===== src/hw/rtl/chct_pkg.sv =====
package chct_pkg;

  // Sizing of the hull store and the coordinate format.
  localparam int HULL_MAX   = 16;
  localparam int COORD_BITS = 16;
  localparam int IDX_W      = $clog2(HULL_MAX);
  localparam int CNT_W      = $clog2(HULL_MAX + 1);

  // Fixed field widths.
  localparam int VIDX_W     = 4;
  localparam int VCNT_W     = 5;
  localparam int TOL_W      = 16;
  localparam int CFG_IDX_W  = 2;
  localparam int CFG_DATA_W = 16;

  // Arithmetic widths: edge and offset differences, products, check sum.
  localparam int DIFF_W = COORD_BITS + 1;
  localparam int PROD_W = 2 * DIFF_W;
  localparam int SUM_W  = PROD_W + 2;

  // Reset values of the configuration registers.
  localparam logic [VCNT_W-1:0] VCNT_RESET = VCNT_W'(3);
  localparam logic [TOL_W-1:0]  TOL_RESET  = TOL_W'(3277);

  // Configuration register indexes.
  localparam logic [CFG_IDX_W-1:0] REG_VERTEX_COUNT = CFG_IDX_W'(0);
  localparam logic [CFG_IDX_W-1:0] REG_TOLERANCE    = CFG_IDX_W'(1);

  // Item function codes.
  localparam logic FUNC_LOAD  = 1'b0;
  localparam logic FUNC_QUERY = 1'b1;

  typedef struct packed {
    logic                         func;
    logic [VIDX_W-1:0]            vertex_index;
    logic signed [COORD_BITS-1:0] coord_y;
    logic signed [COORD_BITS-1:0] coord_z;
    logic                         last_point;
  } chct_in_t;

  typedef struct packed {
    logic inside_res;
    logic all_inside;
    logic set_done;
  } chct_out_t;

  typedef struct packed {
    logic signed [COORD_BITS-1:0] y;
    logic signed [COORD_BITS-1:0] z;
  } vertex_t;

  // Sequencer steps, in program order.
  typedef enum logic [2:0] {
    S_IDLE,
    S_WALK,
    S_WRAP,
    S_DR1,
    S_DR2,
    S_DR3,
    S_FINISH
  } step_t;

  // Jump conditions of the control word.
  typedef enum logic [1:0] {
    C_NEXT,
    C_START,
    C_LOOP,
    C_OUT
  } cond_t;

  // One control word of the program.
  typedef struct packed {
    logic  in_rdy;
    logic  rd_en;
    logic  rd_zero;
    logic  out_load;
    cond_t cond;
    step_t target;
  } uword_t;

  // Sequencer to datapath control.
  typedef struct packed {
    logic             start;
    logic             wr_en;
    logic             rd_en;
    logic [IDX_W-1:0] rd_addr;
  } chct_ctrl_t;

  // The program. Vertices 0..n-1 are read in turn, then vertex 0 again so
  // the closing edge comes out of the same pipeline.
  function automatic uword_t ucode(step_t s);
    uword_t w;
    w = '{in_rdy: 1'b0, rd_en: 1'b0, rd_zero: 1'b0, out_load: 1'b0,
          cond: C_NEXT, target: S_IDLE};
    case (s)
      S_IDLE: begin
        w.in_rdy = 1'b1;
        w.cond   = C_START;
        w.target = S_FINISH;
      end
      S_WALK: begin
        w.rd_en  = 1'b1;
        w.cond   = C_LOOP;
        w.target = S_WRAP;
      end
      S_WRAP: begin
        w.rd_en   = 1'b1;
        w.rd_zero = 1'b1;
      end
      S_DR1, S_DR2, S_DR3: begin
        w.cond = C_NEXT;
      end
      S_FINISH: begin
        w.out_load = 1'b1;
        w.cond     = C_OUT;
        w.target   = S_IDLE;
      end
      default: begin
        w.cond   = C_OUT;
        w.target = S_IDLE;
      end
    endcase
    return w;
  endfunction

endpackage


===== src/hw/rtl/chct_datapath.sv =====
module chct_datapath
  import chct_pkg::*;
(
  input  logic             clk,
  input  logic             rst_n,
  input  chct_ctrl_t       ctrl,
  input  chct_in_t         in_data,
  input  logic [TOL_W-1:0] tolerance,
  output logic             pt_in
);

  vertex_t mem [HULL_MAX];

  vertex_t                      rdata_r;
  vertex_t                      prev_r;
  logic                         rv_r;
  logic                         have_prev_r;
  logic                         dv_r;
  logic                         mv_r;
  logic                         inside_r;
  logic signed [COORD_BITS-1:0] py_r, pz_r;
  logic signed [DIFF_W-1:0]     ey_r, ez_r, dy_r, dz_r;
  logic signed [PROD_W-1:0]     pa_r, pb_r;

  logic signed [DIFF_W-1:0]     cy, cz, vy, vz, qy, qz;
  logic signed [SUM_W-1:0]      sum;

  assign pt_in = inside_r;

  // Hull store: one write port for load items, one registered read port.
  always_ff @(posedge clk) begin
    if (ctrl.wr_en) begin
      mem[IDX_W'(in_data.vertex_index)] <= '{y: in_data.coord_y, z: in_data.coord_z};
    end
    if (ctrl.rd_en) begin
      rdata_r <= mem[ctrl.rd_addr];
    end
  end

  // Sign-extended operands of the difference stage.
  always_comb begin
    cy = rdata_r.y;
    cz = rdata_r.z;
    vy = prev_r.y;
    vz = prev_r.z;
    qy = py_r;
    qz = pz_r;
  end

  // Edge cross product plus tolerance; negative means outside this edge.
  always_comb begin
    sum = SUM_W'(pa_r) - SUM_W'(pb_r) + SUM_W'(signed'({1'b0, tolerance}));
  end

  // Stage valid flags.
  always_ff @(posedge clk) begin
    if (!rst_n) begin
      rv_r        <= 1'b0;
      dv_r        <= 1'b0;
      mv_r        <= 1'b0;
      have_prev_r <= 1'b0;
      inside_r    <= 1'b1;
    end else begin
      rv_r <= ctrl.rd_en;
      dv_r <= rv_r && have_prev_r;
      mv_r <= dv_r;
      if (ctrl.start) begin
        have_prev_r <= 1'b0;
        inside_r    <= 1'b1;
      end else begin
        if (rv_r) begin
          have_prev_r <= 1'b1;
        end
        if (mv_r && sum[SUM_W-1]) begin
          inside_r <= 1'b0;
        end
      end
    end
  end

  // Payload stages: point, previous vertex, differences, products.
  always_ff @(posedge clk) begin
    if (ctrl.start) begin
      py_r <= in_data.coord_y;
      pz_r <= in_data.coord_z;
    end
    if (rv_r) begin
      prev_r <= rdata_r;
      ey_r   <= cy - vy;
      ez_r   <= cz - vz;
      dy_r   <= qy - vy;
      dz_r   <= qz - vz;
    end
    if (dv_r) begin
      pa_r <= ey_r * dz_r;
      pb_r <= ez_r * dy_r;
    end
  end

endmodule


===== config.mk =====
export PLATFORM = sky130hd
export DESIGN_NAME = chct_datapath
export DESIGN_NICKNAME = d
export VERILOG_FILES = /design/src/hw/rtl/chct_pkg.sv /design/src/hw/rtl/chct_datapath.sv
export SDC_FILE = /design/constraint.sdc
export NUM_CORES = 2
export LEC_CHECK = 0
export ABC_AREA = 1
export BUFFER_PORTS_ARGS = -buffer_cell sky130_fd_sc_hd__clkbuf_2
export CAP_MARGIN = 10
export CORE_MARGIN = 1.5
export CORE_UTILIZATION = 39
export DETAILED_ROUTE_END_ITERATION = 16
export SETUP_SLACK_MARGIN = 0.02
export SYNTH_ARGS = -nofsm -noshare
export SYNTH_HDL_FRONTEND = slang
export SYNTH_SLANG_ARGS = --single-unit

===== constraint.sdc =====
create_clock -name clk -period 12 [get_ports clk]
set_input_delay 1.8 -clock clk [delete_from_list [all_inputs] [get_ports clk]]
set_output_delay 1.8 -clock clk [all_outputs]
set_load 0.05 [all_outputs]

==> flow_summary.toml <==
[sta]
fmax_mhz = 156
worstMarginPinSlew_ps = 1100
setup_tns_ps = 0
rsz0062_at_grt = "no"
worst_clock_skew_ps = 53.1
maxSlewViolCount = 0
setup_viol = 0
max_slew_margin_pct = 26.7
period_share_pct = 53.4
fin_crit_ps = 6400
hold_viol = 0

[cts]
clock-sinks = 749
htreeDepth = 3
clockBufferDepth = 3
cts_tree = "yes"
cts_hold_buf = 0
clk_pin_slew_ps = 60
ctsResizeCount = 0
insertion_delay_ps = 670
clock-root-buffer = "clkbuf_16"
cts_buffers = 79
cts_setup_buffers = 0

[worst_setup_path]
cp.required_ps = 12410
r2r_end = "pa_r[33]"
cp-start-kind = "register"
r2r_start = "dz_r[2]"
critPathKind = "reg2reg"
worstSetupEndpointType = "register"
ff2ff_path_depth = 19
ff2ff_setup_slack_ps = 5600
cp_max_fo = 17
arrival_ps = 6810

[min_path]
worstHoldPathType = "reg2reg"
hold_depth = 2
min_to = "dv_r"
hold_path_startpoint = "have_prev_r"

[layout]
final_common_cell = "inv_1"
area.growth.synth_to_final_pct = 8.51
layout.nets = 6169
diodes = 0
drive_gt1_share_pct = 4.78
layout_common_cells = "inv_1 (1,247), nand2_1 (882), edfxtp_1 (744)"

[logic_synthesis]
syn_nets = 6220
netlist_area_sq_um = 55100
ys.flop_type = "edfxtp_1"
ys_seq_elements = 749
synth.avg_cell_area_sq_um = 10.5
synth-edff-count = 744
async_reset_ff_share_pct = 0
synthXorXnorAreaFrac_pct = 2.00
ys_seq_area_share_pct = 40.7
synth-compound-area-share_pct = 6.85
synth_cell_types = 47
synth_top_family_by_area = "adder cells"
synth.area.mux_share_pct = 2.33
synthAdderAreaFrac_pct = 28.7
synth-simple-area-share_pct = 8.87
syn_inst = 5259
yosysWarnings = 0

[job]
maxCapViolCount = 0

[route]
viasPerCell = 4.87
ant_nets = 0
drtIter0Drc = 2483
post-route-drc-count = 0
drt_first_pass_iters = 5
wl_per_cell_microns = 17.7
via_count = 34800
drt_wl_total_mm = 126

[placement]
dp_hpwl_mm = 88.9
port_buffers = 61
place_congestion = 0.871

[floorplan]
start_util_pct = 39.4
die-area_sq_um = 144000
die_h_microns = 379
die_w_microns = 379
std_cell_rows = 137
core_sq_um = 140000
io_pins = 64

[grt]
grt_max_degree = 185
antenna_found_initial = 10
grt.total_usage_pct = 18.0
grt_pass1_wl_mm = 201
grt_pass1_vias = 36200
gr-total-overflow = 0

[outcome]
status = "completed"
==> metrics by stage <==
step	setup WS [ps]	util (%)	cell area, sq um	hold WS, ps	cells
3_5_place_dp	5520	40.8	57100	424	7003
4_1_cts	5540	42.7	59800	434	7146
2_1_floorplan	6250	-	55100	410	5259
5_1_grt	5160	42.7	59800	464	7146
3_3_place_gp	5610	40.8	57100	411	7003
6_report	5600	42.7	59800	429	7146
==> cell type report <==
cell class              instances  area [sq um]
clock buffers                  89          2040
clock inverters                54           693
fillers                     13400         80100
inverters                    1250          4700
multi-input cells            3035         27000
flip-flops and latches        749         22400
well taps                    1876          2350
repair buffers                 93           573
==> kinds of logic after synthesis <==
logic type,after synthesis
DFF,749
buffers and inverters,1475
xor gates and xnor gates,126
AOI/OAI and AO/OA,661
muxes,128
and+or+nand+nor,1222
adders and majority gates,898
==> registers in the layout, summed over array words and instances (netlist names) <==
| signal | cells |
|---|---|
| cy | 16 |
| ez_r | 17 |
| pt_in | 1 |
| cz | 16 |
| pb_r | 34 |
| mem | 512 |
| pz_r | 16 |
| dv_r | 1 |
| rv_r | 1 |
| dz_r | 17 |
| pa_r | 34 |
| py_r | 16 |
| ey_r | 17 |
| have_prev_r | 1 |
| dy_r | 17 |
| prev_r | 32 |
| mv_r | 1 |
==> synth_stat cells (6+ instances only) <==
| cell | number | share of area (%) |
|---|---|---|
| a21oi_1 | 257 | 2.3 |
| edfxtp_1 | 744 | 41 |
| xor2_1 | 85 | 1.4 |
| fa_1 | 611 | 22 |
| mux2i_1 | 128 | 2.3 |
| nand4_1 | 18 | 0.20 |
| o21bai_1 | 6 | 0.082 |
| o21ai_0 | 186 | 1.7 |
| nand2_1 | 882 | 6.0 |
| nor3_1 | 22 | 0.20 |
| buf_6 | 8 | 0.16 |
| inv_1 | 1247 | 8.5 |
| or2_2 | 11 | 0.12 |
| o31ai_1 | 6 | 0.082 |
| o211ai_1 | 129 | 1.8 |
| xnor2_1 | 41 | 0.65 |
| clkbuf_1 | 181 | 1.2 |
| nor2_1 | 160 | 1.1 |
| ha_1 | 287 | 6.5 |
| nand3_1 | 116 | 1.1 |
| buf_2 | 15 | 0.14 |
| a21o_1 | 20 | 0.27 |
| buf_8 | 6 | 0.16 |
| o21ai_1 | 36 | 0.33 |
==> critical path, cell delays in order, from the launching register on <==
cell and delay, ps:
edfxtp_1 840, nand2_1 210, inv_1 170, fa_1 560, fa_1 910, fa_1 540
fa_1 500, fa_1 490, inv_1 50, fa_1 480, inv_1 40, ha_1 330
a21oi_1 230, o21ai_0 120, a21oi_1 180, o21ai_0 90, a21oi_1 200, inv_1 60
nand2_1 70, nand2_1 70
==> layer usage <==
| layer | routed length, microns | global-route usage, % | vias up |
|---|---|---|---|
| met4 | 2850 | 4.69 | 10 |
| met3 | 6180 | 2.40 | 174 |
| li1 | - | - | 16500 |
| met5 | 70 | 0 | - |
| met2 | 60600 | 30.6 | 834 |
| met1 | 56500 | 24.3 | 17300 |
==> worst max path at each step <==
stage / from / to / slack [ps]
after global placement: dz_r[2] / pa_r[33] / 5610
after CTS: dz_r[2] / pa_r[33] / 5540
after global routing: dz_r[2] / pa_r[33] / 5160
final: dz_r[2] / pa_r[33] / 5600
after floorplan: ey_r[16] / pa_r[29] / 6250
after detailed placement: dz_r[2] / pa_r[33] / 5520
Power is left out: the tool's default activity adds up to more than one toggle a clock period on the data nets, which glitch-free logic cannot reach.
